[src/rtl/core/nsg_pkg.sv]
package nsg_pkg;

    // Note memory geometry and fixed point format
    localparam int NOTE_DEPTH    = 256;
    localparam int FRACTION_BITS = 8;
    localparam int ADDR_W        = $clog2(NOTE_DEPTH);

    // Field widths
    localparam int ACT_W   = 2;
    localparam int PITCH_W = 7;
    localparam int DELAY_W = 16;
    localparam int LOUD_W  = 7;
    localparam int GATE_W  = 8;
    localparam int VOICE_W = 8;
    localparam int LEN_W   = 9;
    localparam int STEP_W  = 14;
    localparam int EV_W    = 3;

    // Gate is given in 256ths of the delay
    localparam int GATE_SHIFT = 8;

    // Signed tick counters: whole delay, fraction, sign and headroom
    localparam int TIME_W = DELAY_W + FRACTION_BITS + 2;

    // Result limit of one tick
    localparam int MAX_RES = 64;
    localparam int CNT_W   = $clog2(MAX_RES + 1);

    localparam logic [PITCH_W-1:0] REST_PITCH = 7'd127;

    typedef enum logic [ACT_W-1:0] {
        ACT_LOAD  = 2'd0,
        ACT_START = 2'd1,
        ACT_STOP  = 2'd2,
        ACT_TICK  = 2'd3
    } nsg_action_t;

    typedef enum logic [EV_W-1:0] {
        EV_ON      = 3'd0,
        EV_RELEASE = 3'd1,
        EV_CUT     = 3'd2,
        EV_TAKEN   = 3'd3,
        EV_REFUSED = 3'd4
    } nsg_event_t;

    typedef enum logic [1:0] {
        ALU_ADD = 2'd0,
        ALU_SUB = 2'd1,
        ALU_MUL = 2'd2
    } nsg_alu_op_t;

    typedef enum logic [3:0] {
        S_IDLE,
        S_START,
        S_STOP,
        S_TICK,
        S_REL_CHK,
        S_NEXT_SUB,
        S_CHECK,
        S_READ,
        S_REST,
        S_MUL,
        S_GATE,
        S_FINISH
    } nsg_state_t;

    typedef struct packed {
        logic [PITCH_W-1:0] pitch;
        logic [DELAY_W-1:0] delay;
        logic [LOUD_W-1:0]  loud;
        logic [GATE_W-1:0]  gate;
    } nsg_entry_t;

    typedef struct packed {
        nsg_event_t         ev;
        logic [PITCH_W-1:0] pitch;
        logic [LOUD_W-1:0]  loud;
        logic [VOICE_W-1:0] voice;
    } nsg_result_t;

    typedef struct packed {
        logic        push;
        logic        finish;
        nsg_result_t res;
    } nsg_push_t;

    function automatic logic is_nonpos(input logic signed [TIME_W-1:0] x);
        return x[TIME_W-1] || (x == '0);
    endfunction

endpackage

[src/rtl/core/nsg_out_stage.sv]
module nsg_out_stage (
    input  logic                      clk,
    input  logic                      rst_n,
    input  nsg_pkg::nsg_push_t        req,
    output logic                      ok,
    output logic                      out_valid,
    input  logic                      out_stall,
    output logic [nsg_pkg::EV_W-1:0]    event_res,
    output logic [nsg_pkg::PITCH_W-1:0] note_pitch,
    output logic [nsg_pkg::LOUD_W-1:0]  note_loudness,
    output logic [nsg_pkg::VOICE_W-1:0] note_voice,
    output logic                      last
);
    import nsg_pkg::*;

    // One result waits in the pending slot until the next one (or the end of
    // the transaction) tells whether it is the last.
    logic        pend_valid_reg;
    nsg_result_t pend_reg;
    logic        out_valid_reg;
    nsg_result_t out_reg;
    logic        out_last_reg;
    logic        slot_free;
    logic        load_out;

    assign slot_free = !out_valid_reg || !out_stall;
    assign ok        = !pend_valid_reg || slot_free;
    assign load_out  = (req.push || req.finish) && pend_valid_reg && ok;

    always_ff @(posedge clk or negedge rst_n)
    begin
        if (!rst_n)
        begin
            pend_valid_reg <= 1'b0;
            out_valid_reg  <= 1'b0;
        end
        else
        begin
            if (req.push && ok)
            begin
                pend_valid_reg <= 1'b1;
            end
            else if (req.finish && ok)
            begin
                pend_valid_reg <= 1'b0;
            end

            if (load_out)
            begin
                out_valid_reg <= 1'b1;
            end
            else if (!out_stall)
            begin
                out_valid_reg <= 1'b0;
            end
        end
    end

    always_ff @(posedge clk)
    begin
        if (req.push && ok)
        begin
            pend_reg <= req.res;
        end
        if (load_out)
        begin
            out_reg      <= pend_reg;
            out_last_reg <= req.finish;
        end
    end

    assign out_valid     = out_valid_reg;
    assign event_res     = out_reg.ev;
    assign note_pitch    = out_reg.pitch;
    assign note_loudness = out_reg.loud;
    assign note_voice    = out_reg.voice;
    assign last          = out_last_reg;

`ifndef ASSERT_OFF
    a_finish_drains: assert property (@(posedge clk) disable iff (!rst_n)
        (req.finish && ok) |=> !pend_valid_reg)
        else $error("pending result survived the end of a transaction");

    a_out_from_pend: assert property (@(posedge clk) disable iff (!rst_n)
        $rose(out_valid_reg) |-> $past(pend_valid_reg))
        else $error("output loaded without a pending result");
`endif

endmodule

[config.mk]
export PLATFORM = sky130hd
export DESIGN_NAME = nsg_out_stage
export DESIGN_NICKNAME = d
export VERILOG_FILES = /design/src/rtl/core/nsg_pkg.sv /design/src/rtl/core/nsg_out_stage.sv
export SDC_FILE = /design/constraint.sdc
export NUM_CORES = 1
export LEC_CHECK = 0
export ABC_AREA = 1
export BUFFER_PORTS_ARGS = -buffer_cell sky130_fd_sc_hd__buf_2
export CAP_MARGIN = 15
export CORE_UTILIZATION = 43
export CTS_CLUSTER_DIAMETER = 30
export DETAILED_ROUTE_END_ITERATION = 12
export PLACE_DENSITY = 0.71
export SYNTH_ARGS = -nofsm -noshare
export SYNTH_HDL_FRONTEND = slang
export SYNTH_SLANG_ARGS = --single-unit
[constraint.sdc]
create_clock -name clk -period 2.12 [get_ports clk]
set_input_delay 0.106 -clock clk [delete_from_list [all_inputs] [get_ports clk]]
set_output_delay 0.106 -clock clk [all_outputs]
set_load 0.1 [all_outputs]
Yosys cells after proc, flatten, opt, wreduce, memory -nomap -nowiden
Cells that the tools add are included.
Cells by class
  reduce and logical (&&, ||, !) cells: 11
  muxes and demuxes: 4
  eq/ne operators: 1
Operator list (count)
  $logic_and 1x1->1: 4
  $mux 1: 4
  $logic_not 1->1: 3
  $logic_or 1x1->1: 3
  $ne 2x1->1 const B: 1
  $reduce_bool 2->1: 1
Word-level totals
  register bits after elaboration: 53
  bits of input ports: 30
  logic and storage cells: 27

Depth between registers and ports, before layout
  depth in word-level cells: 6
  gate-level depth with buffers: 3
  mapped depth without buffers: 3

Worst setup path after synthesis
Ideal clock, no wire load.
  kind: register to register
  start point: reg out_valid_reg (netlist: out_valid)
  end point: reg pend_reg[0] (netlist name) (enable)
  path buffers: 0
  required time: 1.757 ns
  library setup time: 0.363 ns
  setup slack: -0.724 ns
  arrival: 2.481 ns
  cell stages (with the launch flop): 4
  path through: dfrtp_1 nand3_1 nand2_1 inv_1
On the way
  longest elaborated chain between the ends: 4
Ends and longest elaborated chain
  from (decl): RTL line nsg_out_stage.sv:20  | logic out_valid_reg;
  from (signal assigned): RTL line nsg_out_stage.sv:35  | out_valid_reg <= 1'b0;
  from (signal assigned): RTL line nsg_out_stage.sv:50  | out_valid_reg <= 1'b1;
  from (signal assigned): RTL line nsg_out_stage.sv:54  | out_valid_reg <= 1'b0;
  $logic_not 1->1: RTL line nsg_out_stage.sv:26  | assign slot_free = !out_valid_reg || !out_stall;
  $logic_or 1x1->1: RTL line nsg_out_stage.sv:26
  $logic_or 1x1->1: RTL line nsg_out_stage.sv:27  | assign ok = !pend_valid_reg || slot_free;
  net ok: RTL line nsg_out_stage.sv:5  | output logic ok,
  $logic_and 1x1->1: RTL line nsg_out_stage.sv:61  | if (req.push && ok)
  to (signal assigned): RTL line nsg_out_stage.sv:63  | pend_reg <= req.res;
  to (decl): RTL line nsg_out_stage.sv:19  | nsg_result_t pend_reg;
The timed path passes the listed nets, and every way through them passes these cells.
A chain may end at the register's enable or synchronous reset.

Worst setup path in the final report
  start point: reg out_valid_reg (netlist: out_valid)
  end point: out ok
On the way
  longest elaborated chain between the ends: 3
Ends and longest elaborated chain (RTL line)
  $logic_not 1->1: nsg_out_stage.sv:26
  $logic_or 1x1->1: nsg_out_stage.sv:26
  $logic_or 1x1->1: nsg_out_stage.sv:27
  to (decl): nsg_out_stage.sv:5
No other way between the ends.

==> run metrics <==
fill cell count 259; power density cells a little under 1000 nW/um2; post-detail-place hpwl about 1700 um; Reg clk slew, reported paths approximately 0.080 ns; slowest stage delay, CP about 0.43 ns; clk root buf clkbuf_8; number of diodes 0; DRT Pass-1 Iters 4; GPL Wtd Cong 0.722; Critical Path End Type output port; Final Hold Slack around 0.033 ns; syn avg cell area about 25 um2; Mapped Nets 94; layout cells sized above 1 0.436; Yosys cell types 8; Design Power 2.27 mW; Total Neg Setup Slack 0 ns; Port Buffer Count 57; core area 3470 um2; Max-cap violations 0; IO Count 58; total track usage 0.149; Syn Inst Count 64; fmax between 700 and 800 MHz; largest net degree at the start of global routing 27; Tcrit/Tclk final 0.633; worst path cell trace nand3_2 -> buf_2; GR peak layer met2; initial antenna violation count 0; Worst setup SP type flop; DRC errors left 0; GR Layer Usage met1 0.174; met2 Use GR 0.243; vias per cell 4.39; hold path cells 1; Die Wd roughly 64 um; vias in the first global route about 900; detailed-route via count a little under 900; hold_buf cts 23; Rel. slew slack 0.669; WP data required between 2 and 2.5 ns; number of buffers created by CTS 5; Final Hold Violating Endpoints 0; final wirelength between 2000 and 3000 um; CTS Sinks 53; Area growth syn-to-layout 43.4%; post-layout min period roughly 1.3 ns; chip height around 64 um; Max Clock Skew ~0.0041 ns; crit path DAT between 1 and 1.5 ns; Worst Hold Class in2reg; Max FO, Critical Path 3; Die Area 4040 um2; WS Path Type reg2out; RSZ-0062 raised after global routing false; commonest non-fill, non-tap cell in the layout buf_2; fin nets approximately 190; fin. max-slew vios 0; postcts setup bufs 0; P_leak 0.927 nW; Worst-Skew Late Latency just under 0.3 ns; top post-synthesis cells by area edfxtp_1, dfrtp_1, nand2_1; grt met3 use 0.0453; global-route wire length before repair ~4300 um; Setup-failing EPs final 0; Initial DRC Count 5; CTS HTree Levels 2; share of the synthesized area in the top cell type 0.940; Register-to-Register Path Depth 4; antenna-violating nets left 0; worst vdd ir around 600 uV; TritonCTS clock tree done; Ys Warns 0; # resized after CTS 0; max reg flops 25; most frequent cells in the layout buf_2, edfxtp_1, dlygate4sd3_1, clkbuf_8, nand2_1; CTS max path bufs 2; Routed wire per std cell around 13 um; status completed; sequential area share after synthesis 0.971; Cell Rows 21; slowest CP cell dfrtp_2; Starting Density 0.470; FF+latch count, synth 53; GR Overflow Total 0; Synth area leader edfxtp_1; worst-margin pin slew about 0.5 ns; Post-Syn Area roughly 1600 um2
## routing by layer
metal / wire length [um] / part of all wire
met1: 1120 / 0.41
met3: 157 / 0.058
met4: 76 / 0.028
met2: 1370 / 0.50
met5: 0 / 0
## path summary, 6_finish.rpt
| kind | end | slack, ns | from |
|---|---|---|---|
| min reg2reg | note_pitch[1] | 0.42 | pend_reg[16] |
| min | last | 0.03 | req[25] |
| min in group asynchronous | out_valid | 0.14 | rst_n |
| max | ok | 0.78 | out_valid |
| max reg2reg | note_pitch[2] | 0.82 | out_valid |
| max in group asynchronous | out_valid | 1.87 | rst_n |
## cell families (layout without fill, tap and decap cells)
group                  count (synthesis)  count (layout)  share of synthesized area
AO/OA/AOI/OAI                          1               1                    0.00307
buffers and inverters                  3              95                    0.00691
AND/OR/NAND/NOR                        7               7                     0.0192
flip-flops                            53              53                      0.971
## cell usage after synthesis, drive strengths merged
master and n:
nor2 1, nand3 1, dfrtp 2, nand3b 1
inv 3, nand2 4, edfxtp 51, o21ai 1
## final cells by class
cell class              instances  area, um2  share of cell area
inverters                       3       11.3             0.00482
multi-input cells               8       43.8              0.0187
clock inverters                 2       11.3             0.00482
well taps                      46       57.6              0.0246
clock buffers                   5       68.8              0.0295
repair buffers                 85        561               0.240
flip-flops and latches         53       1580               0.678
## worst max-delay path, delay by kind of cell, from the launching register on
| kind | cells | cell delay, ns |
|---|---|---|
| AND/OR/NAND/NOR | 1 | 0.09 |
| buffers and inverters | 1 | 0.43 |
| flip-flops | 1 | 0.43 |
## through the flow
stage | utilization | setup slack, ns | instances | area (um2)
after floorplan | - | 0.00500 | 64 | 1640
after global placement | 0.575 | 0.876 | 169 | 2000
after detailed placement | 0.575 | 0.826 | 169 | 2000
after CTS | 0.665 | 0.764 | 199 | 2310
after global routing | 0.674 | 0.732 | 202 | 2340
final | 0.674 | 0.778 | 202 | 2340
## where the power goes
| part | total [mW] | switching (mW) | internal (mW) |
|---|---|---|---|
| clock | 0.506 | 0.284 | 0.222 |
| combinational | 0.492 | 0.404 | 0.0882 |
| sequential | 1.27 | 0.0211 | 1.25 |
| total | 2.27 | 0.710 | 1.56 |
(Power assumes the default switching activity.)
