==> config.mk <==
export PLATFORM = sky130hd
export DESIGN_NAME = nsg_alu
export DESIGN_NICKNAME = d
export VERILOG_FILES = /design/src/rtl/core/nsg_pkg.sv /design/src/rtl/core/nsg_alu.sv
export SDC_FILE = /design/constraint.sdc
export NUM_CORES = 1
export LEC_CHECK = 0
export ABC_AREA = 1
export BUFFER_PORTS_ARGS = -buffer_cell sky130_fd_sc_hd__buf_2
export CORE_UTILIZATION = 63
export DETAILED_ROUTE_END_ITERATION = 7
export PLACE_DENSITY = 0.82
export SLEW_MARGIN = 5
export SYNTH_ARGS = -nofsm -noshare
export SYNTH_HDL_FRONTEND = slang
export SYNTH_SLANG_ARGS = --single-unit
==> constraint.sdc <==
create_clock -name vclk -period 6.4
set_input_delay 0.96 -clock vclk [all_inputs]
set_output_delay 0.96 -clock vclk [all_outputs]
set_load 0.01 [all_outputs]
==> src/rtl/core/nsg_pkg.sv <==
package nsg_pkg;

    // Note memory geometry and fixed point format
    localparam int NOTE_DEPTH    = 256;
    localparam int FRACTION_BITS = 8;
    localparam int ADDR_W        = $clog2(NOTE_DEPTH);

    // Field widths
    localparam int ACT_W   = 2;
    localparam int PITCH_W = 7;
    localparam int DELAY_W = 16;
    localparam int LOUD_W  = 7;
    localparam int GATE_W  = 8;
    localparam int VOICE_W = 8;
    localparam int LEN_W   = 9;
    localparam int STEP_W  = 14;
    localparam int EV_W    = 3;

    // Gate is given in 256ths of the delay
    localparam int GATE_SHIFT = 8;

    // Signed tick counters: whole delay, fraction, sign and headroom
    localparam int TIME_W = DELAY_W + FRACTION_BITS + 2;

    // Result limit of one tick
    localparam int MAX_RES = 64;
    localparam int CNT_W   = $clog2(MAX_RES + 1);

    localparam logic [PITCH_W-1:0] REST_PITCH = 7'd127;

    typedef enum logic [ACT_W-1:0] {
        ACT_LOAD  = 2'd0,
        ACT_START = 2'd1,
        ACT_STOP  = 2'd2,
        ACT_TICK  = 2'd3
    } nsg_action_t;

    typedef enum logic [EV_W-1:0] {
        EV_ON      = 3'd0,
        EV_RELEASE = 3'd1,
        EV_CUT     = 3'd2,
        EV_TAKEN   = 3'd3,
        EV_REFUSED = 3'd4
    } nsg_event_t;

    typedef enum logic [1:0] {
        ALU_ADD = 2'd0,
        ALU_SUB = 2'd1,
        ALU_MUL = 2'd2
    } nsg_alu_op_t;

    typedef enum logic [3:0] {
        S_IDLE,
        S_START,
        S_STOP,
        S_TICK,
        S_REL_CHK,
        S_NEXT_SUB,
        S_CHECK,
        S_READ,
        S_REST,
        S_MUL,
        S_GATE,
        S_FINISH
    } nsg_state_t;

    typedef struct packed {
        logic [PITCH_W-1:0] pitch;
        logic [DELAY_W-1:0] delay;
        logic [LOUD_W-1:0]  loud;
        logic [GATE_W-1:0]  gate;
    } nsg_entry_t;

    typedef struct packed {
        nsg_event_t         ev;
        logic [PITCH_W-1:0] pitch;
        logic [LOUD_W-1:0]  loud;
        logic [VOICE_W-1:0] voice;
    } nsg_result_t;

    typedef struct packed {
        logic        push;
        logic        finish;
        nsg_result_t res;
    } nsg_push_t;

    function automatic logic is_nonpos(input logic signed [TIME_W-1:0] x);
        return x[TIME_W-1] || (x == '0);
    endfunction

endpackage

==> src/rtl/core/nsg_alu.sv <==
module nsg_alu (
    input  nsg_pkg::nsg_alu_op_t              op,
    input  logic signed [nsg_pkg::TIME_W-1:0] a,
    input  logic signed [nsg_pkg::TIME_W-1:0] b,
    output logic signed [nsg_pkg::TIME_W-1:0] res
);
    import nsg_pkg::*;

    logic [DELAY_W+GATE_W-1:0] prod;

    // Gate tail product: delay times gate, scaled back by the gate fraction
    assign prod = (DELAY_W+GATE_W)'(a[DELAY_W-1:0]) * (DELAY_W+GATE_W)'(b[GATE_W-1:0]);

    always_comb
    begin
        unique case (op)
            ALU_ADD: res = a + b;
            ALU_SUB: res = a - b;
            ALU_MUL: res = TIME_W'(prod >> GATE_SHIFT);
            default: res = a - b;
        endcase
    end

endmodule

; ---- Yosys cells after proc, flatten, opt, wreduce, memory -nomap -nowiden
; Index checks and enable logic that the tools add are counted.
[word_totals]
reg_bits = 0
in_bits = 54
out_inout_bits = 26
word_cells = 6
[classes]
add_sub_neg = 2
multipliers = 1
eq_ne = 1
mux = 1
n_reduce_logical = 1
[op_table]
columns = cell, count
row1 = $pmux 26 s2, 1
row2 = $add 26x26->26, 1
row3 = $sub 26x26->26, 1
row4 = $mul 16x8->24, 1
row5 = $eq 2x2->1 const B, 1
row6 = $logic_not 2->1, 1

; ---- Longest topological paths before layout
; Gate-level depths: netlist of run 1.
[logic_depth]
word_depth = 2
mapped_depth = 26
depth_no_buf = 24

; ---- Worst setup path before layout of run 1
; No wires, ideal clock.
[synth_timing]
path_type = input to output
startpoint = input b[7] (netlist name)
endpoint = output res[10] (netlist name)
t_arrival_ps = 4839
required_time_ps = 5440
slack_ps = 601
stages = 19
n_path_buf = 2
cell_sequence = buf_2 clkbuf_1 nand2_1 fa_1 fa_1 inv_1 fa_1 inv_1 fa_1 inv_1 ha_1 a21oi_1 o21ai_0 inv_1 nand2_1 nand2_1 nand3_1 nand3_1 o21ai_1
[synth_between]
elab_chain_cells = 2
elab_cells_between_ends = 4
cone_classes = add/sub: 2 / mul: 1 / mux: 1
[synth_rtl]
columns = item, line
row1 = start: declaration, nsg_alu.sv:4  ; input logic signed [nsg_pkg::TIME_W-1:0] b,
row2 = $mul 16x8->24 (tied with other cells), nsg_alu.sv:12  ; assign prod = (DELAY_W+GATE_W)'(a[DELAY_W-1:0]) * (DELAY_W+GATE_W)'(b[GATE_W-1:0]);
row3 = $pmux 26 s2 *, nsg_alu.sv:16  ; unique case (op)
row4 = end: declaration, nsg_alu.sv:5  ; output logic signed [nsg_pkg::TIME_W-1:0] res
; Every way passes the cells marked *; elsewhere a longest branch is shown, timed or not.

; ---- Worst setup path after layout of run 1
[layout_timing]
startpoint = input b[7] (netlist name)
endpoint = output res[12] (netlist name)
; Same word-level chain as after synthesis.

==> results of run 1 <==
cells in the final DEF, fill, tap and decap left out, drive strengths merged:
| cell type | instances |
|---|---|
| a31oi | 1 |
| and3 | 1 |
| xnor2 | 10 |
| o31ai | 2 |
| ha | 67 |
| nor4 | 4 |
| xor2 | 21 |
| o21a | 3 |
| nand3 | 50 |
| and2 | 3 |
| clkbuf | 5 |
| or2 | 6 |
| clkinv | 3 |
| nor3 | 15 |
| a21o | 2 |
| o21ai | 51 |
| nand4 | 9 |
| o21bai | 6 |
| nand3b | 2 |
| nand2 | 331 |
| nor2 | 88 |
| fa | 84 |
| inv | 277 |
| a21oi | 64 |
| a211oi | 1 |
| buf | 77 |
layout make-up:
type                            instances  area [µm²]
Fill cell                            1029        3170
Tap cell                              136         170
Multi-Input combinational cell        821        5630
Inverter                              280        1060
Timing Repair Buffer                   82         433
metal layers:
metal	up-vias	track usage (%)	wire length, µm
met5	-	0	0
met4	0	13.2	697
met3	45	3.00	1310
met2	287	59.0	8590
met1	3179	44.8	7850
li1	3504	-	-
power by group:
part	internal (µW)	switching, µW
clock	0	0
combinational	638	1160
sequential	0	0
logic make-up (layout without fill, tap and decap cells):
family | Yosys count | count (layout) | share of synthesized area (%)
and+or+nand+nor | 509 | 509 | 30.9
buffers and inverters | 316 | 362 | 17.9
adders and majority gates | 151 | 151 | 36.7
AOI/OAI and AO/OA | 130 | 130 | 10.4
xor gates and xnor gates | 31 | 31 | 3.96
path summary, 6_finish.rpt:
kind              endpoint  slack, ps  cells past startpoint
setup / recovery   res[12]        220                     21
hold / removal     res[16]       2450                      4
metrics by stage:
stage | utilization (%) | hold slack, ps | instances | power, µW | worst slack (ps)
2_1_floorplan | - | 2150 | 1137 | 1340 | 601
3_3_place_gp | 69.5 | 2440 | 1319 | 1740 | 229
3_5_place_dp | 69.5 | 2430 | 1319 | 1760 | 223
4_1_cts | 69.5 | 2440 | 1319 | 1780 | 213
5_1_grt | 69.7 | 2490 | 1319 | 2060 | 5.39
6_report | 69.7 | 2450 | 1319 | 1800 | 224
==> reports/qor.yml, run 1 <==
outcome:
  status: "complete, no violations"
sta:
  hold_viol: 0
  setup_viol: 0
  post-route-min-period_ps: 6180
  fin_tns_setup_ps: 0
  period_share_pct: 96.5
  final_max_slew_viol_count: 0
  rsz0062_at_grt: "false"
  tightest_slew_ps: 893
  fmax_mhz: 162
  slew-limit-headroom_pct: 40.4
critical_path:
  path_cells: "clkbuf_4 > nand2_1 > inv_1 > fa_1 > inv_1 > fa_1 > inv_1 > fa_1 > inv_1 > fa_1 > inv_1 > ha_1 > nand2_1 > nor2_1 > and2_1 > nand3b_1 > nand3_1 > nand2_1 > nand3_1 > nand2_1 > buf_2"
  worst-path-buf-inv: 7
  critical_path_arrival_ps: 5220
  path_max_fanout: 19
  crit_family: "adder cells"
  critPathSlowestCell: "fa_1"
  cp-start-kind: "input pin"
  cp.required_ps: 5440
  path_class: "in -> out"
  cp-end-kind: "output port"
  slowest_delay_ps: 530
  crit_start: "b[7]"
  cp_common_cell: "inv_1"
synthesis:
  synth.cells.most_frequent: "nand2_1 (327), inv_1 (269), fa_1 (84), nor2_1 (84), ha_1 (67)"
  syn-num-nets: 1342
  synthCells: 1137
  yosysWarnings: 0
  netlist_area_mm2: 0.00686
  synth.distinct_cells: 45
  syn_avg_cell_area_um2: 6.04
  yosysMostFrequentCell: "nand2_1"
  ys_seq_area_share_pct: 0
  synth_top_area_share_pct: 24.5
  synth_area_leaders: "fa_1 (25%), nand2_1 (18%), inv_1 (15%)"
  yosys.area.top_type: "fa_1"
cells_and_area:
  antenna_cells: 0
  fin_area_mm2: 0.00729
  n_clock_buffer: 0
  seq_cells: 0
  synthToLayoutAreaGrowth_pct: 6.24
  final-seq-area_um2: 0
  final_nets: 1390
  drive_gt1_share_pct: 9.55
pwr:
  power.density_mw_per_mm2: 246
  ir_drop_v: 0.000203
  leakage_uw: 0.00465
floorplan:
  die_w_um: 106
  dieArea_mm2: 0.0113
  rows: 37
  core_area_mm2: 0.0105
  initial_utilization_pct: 65.6
  io_pins: 80
  die_y_um: 106
global_routing:
  antenna_found_initial: 0
  grt_start_max_net_pins: 23
  grt-ovfl-total: 0
  track_usage_pct: 34.4
  grt_pass1_vias: 6688
  grt_first_pass_wirelength_um: 31200
route:
  drcViolationCount: 0
  dr.first_iter.drc_count: 523
  first_pass_iters: 5
  wl_per_cell_um: 14.0
  antenna_left: 0
  via_per_inst: 5.32
  vias: 7015
  drt-total-wl_um: 18500
worst_hold_path:
  holdCritStartpoint: "a[16]"
  hp-class: "in -> out"
placed_design:
  post-dp-hpwl_um: 15500
  gp_congestion: 0.964
  dpl-instance-area_mm2: 0.00727
  io_buffer_count: 80
clock_network:
  cts_resized: 0
  post_cts_buffers: 0
  postCtsHoldBufs: 0
job:
  maxCapViolCount: 0
Power figures use the tool's default switching activity.
==> run 2: changes to the inputs <==
Settings changed: BUFFER_PORTS_ARGS -buffer_cell sky130_fd_sc_hd__buf_2 to -buffer_cell sky130_fd_sc_hd__buf_4, PLACE_DENSITY 0.82 to 0.94.
==> run 2 against run 1 <==
First-iteration DRC count is 8.2% lower. Count of clock-buffer cells in the layout stayed put. Setup slack better by 7.7 ps. Total power is 3.8% higher. Combinational power is 3% higher. Global-route usage is 0.32 points higher. Critical path depth is 2 lower. Flip-flop and latch count stayed put. Core utilization is 1.7 points higher. Design area is 2.4% higher. Die area stayed put. Non-clock buffer count is 1 lower.
==> reports/qor.yml, run 2 (same netlist as run 1, synthesis figures left out) <==
outcome:
  status: "complete, no violations"
floorplan:
  io_pins: 80
  die_y_um: 106
  die_w_um: 106
  initial_utilization_pct: 65.6
  core_area_mm2: 0.0105
  rows: 37
  dieArea_mm2: 0.0113
pwr:
  power.density_mw_per_mm2: 250
  ir_drop_v: 0.000190
  leakage_uw: 0.00471
  finalPower_uw: 1860
job:
  maxCapViolCount: 0
sta:
  holdWs_ps: 2450
  fin_tns_setup_ps: 0
  rsz0062_at_grt: "false"
  final_max_slew_viol_count: 0
  setup_viol: 0
  slew-limit-headroom_pct: 43.0
  period_share_pct: 96.4
  fmax_mhz: 162
  post-route-min-period_ps: 6170
  tightest_slew_ps: 854
  hold_viol: 0
route:
  drcViolationCount: 0
  first_pass_iters: 5
  wl_per_cell_um: 14.3
  drt-total-wl_um: 18900
  via_per_inst: 5.47
  antenna_left: 0
  vias: 7210
  dr.first_iter.drc_count: 480
cells_and_area:
  seq_cells: 0
  n_clock_buffer: 0
  final_cell_mix: "nand2_1 (327), inv_1 (269), fa_1 (84)"
  stdcell_count: 1318
  drive_gt1_share_pct: 9.56
  synthToLayoutAreaGrowth_pct: 8.82
  final_nets: 1389
  fin_area_mm2: 0.00747
  final-seq-area_um2: 0
  antenna_cells: 0
  final_common_cell: "nand2_1"
global_routing:
  grt_first_pass_wirelength_um: 31800
  grt_pass1_vias: 7046
  grt_start_max_net_pins: 23
  antenna_found_initial: 0
  grt-ovfl-total: 0
  track_usage_pct: 34.8
placed_design:
  post-dp-hpwl_um: 15700
  dpl-instance-area_mm2: 0.00747
  gp_congestion: 1.01
  io_buffer_count: 80
  place_inst: 1318
worst_hold_path:
  hp-class: "in -> out"
  holdCritStartpoint: "a[16]"
critical_path:
  cp-start-kind: "input pin"
  path_class: "in -> out"
  critical_path_arrival_ps: 5210
  cp.required_ps: 5440
  crit_start: "b[6]"
  cp-end-kind: "output port"
  path_max_fanout: 20
clock_network:
  postCtsHoldBufs: 0
## run 2: area by class of cell
cell class / count / area (µm²)
multi-input cells: 821 / 5630
repair buffers: 81 / 608
fillers: 916 / 2990
well taps: 136 / 170
inverters: 280 / 1060
## run 2: power breakdown
group          switching (µW)  internal, µW
logic                    1180           683
clock network               0             0
registers                   0             0
## run 2: timing repair
item                       in CTS  in global routing
setup endpoints to repair       0                  1
gates resized for setup         0                  1
setup buffers                   0                  0
## run 2: worst max-delay path, stage by stage
cell and delay [ps]:
buf_4 270, nand2_1 100, inv_1 90, fa_1 450
fa_1 530, fa_1 550, inv_1 60, fa_1 530
inv_1 40, ha_1 360, nand2_1 140, nor2_1 190
inv_1 90, nor3_1 200, nand3_1 150, nand4_1 120
nand3_1 80, o21ai_1 130, buf_4 160
## run 2: final timing paths
check / end / slack, ps / cells after the start
max: res[13] / 230 / 19
min: res[16] / 2450 / 4
## run 2: per-layer routing
metal / up-vias / GRT usage, % / part of all wire, %
li1: 3500 / - / -
met1: 3363 / 44.3 / 41
met2: 308 / 62.8 / 49
met3: 39 / 2.21 / 7.4
met4: 0 / 10.1 / 2.7
met5: - / 0 / 0
## run 2: metrics by stage
step | util (%) | worst slack (ps)
finish | 71.4 | 232
detailed placement | 71.4 | 326
floorplan | - | 601
global route | 71.4 | 23.1
global placement | 71.4 | 405
CTS | 71.4 | 310
==> run 3: changes to the inputs <==
Clock period 6.4 ns to 6.2 ns, I/O delays scaled along.
==> run 3 against run 2 <==
Total power is 4.8% higher. Combinational power rose by 5%. Core utilization increased by 0.36 points. Die area is the same. Count of clock-buffer cells in the layout is the same. Via count up 0.26%. Global-route usage up 0.48 points. Critical path type unchanged.
==> reports/qor.yml, run 3 (same netlist as run 1, synthesis figures left out) <==
sta:
  period_share_pct: 96.2
  tightest_slew_ps: 832
  slew-limit-headroom_pct: 44.5
  fin_tns_setup_ps: 0
  fmax_mhz: 168
  hold_viol: 0
  setup_viol: 0
  post-route-min-period_ps: 5960
  rsz0062_at_grt: "false"
  final_max_slew_viol_count: 0
  setup_slack_ps: 238
critical_path:
  crit_family: "adder cells"
  cp-start-kind: "input pin"
  worst-path-buf-inv: 8
  critPathSlowestCell: "fa_1"
  slowest_delay_ps: 540
  cp_common_cell: "inv_1"
  cp.required_ps: 5270
  cp-end-kind: "output port"
  path_class: "in -> out"
  path_cells: "buf_4 > nand2_1 > inv_1 > fa_1 > inv_1 > fa_1 > inv_1 > fa_1 > inv_1 > fa_1 > inv_1 > ha_1 > nand2_1 > nor2_1 > inv_1 > nor2_1 > nand3_1 > nand3_1 > nand2_1 > nand3_1 > o21ai_1 > buf_4"
  critical_path_arrival_ps: 5030
  path_max_fanout: 14
placed_design:
  io_buffer_count: 80
  post-dp-hpwl_um: 16000
  preCtsSetupSlack_ps: 199
  dpl-instance-area_mm2: 0.00747
  gp_congestion: 1.01
floorplan:
  rows: 37
  io_pins: 80
  core_area_mm2: 0.0105
  die_w_um: 106
  initial_utilization_pct: 65.6
  dieArea_mm2: 0.0113
  die_y_um: 106
route:
  vias: 7229
  via_per_inst: 5.48
  drt-total-wl_um: 19100
  drcViolationCount: 0
  dr.first_iter.drc_count: 579
  antenna_left: 0
  first_pass_iters: 6
  wl_per_cell_um: 14.5
pwr:
  swShare_pct: 63.3
  power.density_mw_per_mm2: 260
  combPwrFrac_pct: 100.0
  internal_power_uw: 716
  ir_drop_v: 0.000212
  switching_power_uw: 1240
  power.share.clock_pct: 0
  leakage_uw: 0.00472
  pwr-share-seq_pct: 0
  finalPower_uw: 1950
cells_and_area:
  synthToLayoutAreaGrowth_pct: 9.37
  final_cell_mix: "nand2_1 (324), inv_1 (269), fa_1 (84)"
  antenna_cells: 0
  final_nets: 1390
  drive_gt1_share_pct: 10.2
  seq_cells: 0
  fin_area_mm2: 0.00751
  final-seq-area_um2: 0
  final_common_cell: "nand2_1"
  n_clock_buffer: 0
worst_hold_path:
  hp-class: "in -> out"
  whs_path_depth: 7
  hold_path_end: "res[25]"
  holdCritStartpoint: "a[25]"
clock_network:
  post_cts_buffers: 0
  cts_resized: 0
  postCtsHoldBufs: 0
outcome:
  status: "complete, no violations"
global_routing:
  grt_first_pass_wirelength_um: 32300
  track_usage_pct: 35.2
  grt-ovfl-total: 0
  grt_pass1_vias: 7097
  antenna_found_initial: 0
  grt_start_max_net_pins: 23
job:
  maxCapViolCount: 0
## run 3: worst min-delay path: stages
cell     delay [ps]
buf_4            80
xor2_1           60
nand2_1          60
nand2_1          60
nor2_1           80
nor2_1           50
buf_4           130
## run 3: worst max path at each step
stage | startpoint | endpoint | slack [ps] | depth (start not counted)
5_1_grt | b[6] | res[13] | 10 | 20
6_report | b[7] | res[13] | 240 | 22
3_3_place_gp | b[6] | res[14] | 270 | 21
2_1_floorplan | b[7] | res[10] | 460 | 19
3_5_place_dp | b[6] | res[10] | 200 | 20
4_1_cts | b[6] | res[10] | 200 | 19
## run 3: power by group through the flow
stage / Clock [µW] / Sequential (µW) / Combinational (µW)
after floorplan: 0 / 0 / 1390
after global routing: 0 / 0 / 2230
after detailed placement: 0 / 0 / 1870
final: 0 / 0 / 1950
after CTS: 0 / 0 / 1890
after global placement: 0 / 0 / 1830
## run 3: layout make-up
class | count | area [µm²]
fill | 937 | 2960
inverter | 280 | 1060
multi-input combinational | 821 | 5650
tap | 136 | 170
timing repair buffer | 82 | 627
## run 3: layer usage
layer / routed length [µm] / up-vias / track usage (%)
met5: 0 / - / 0
met2: 9200 / 365 / 62.4
met1: 7570 / 3298 / 44.7
li1: - / 3508 / -
met4: 739 / 0 / 13.8
met3: 1570 / 58 / 2.02
## run 3: through the flow
stage          hold slack [ps]  std cells  utilization, %
4_1_cts                   2380       1319            71.4
3_3_place_gp              2380       1319            71.4
2_1_floorplan             2090       1137               -
3_5_place_dp              2370       1319            71.4
5_1_grt                   2420       1319            71.7
6_report                  2380       1319            71.7
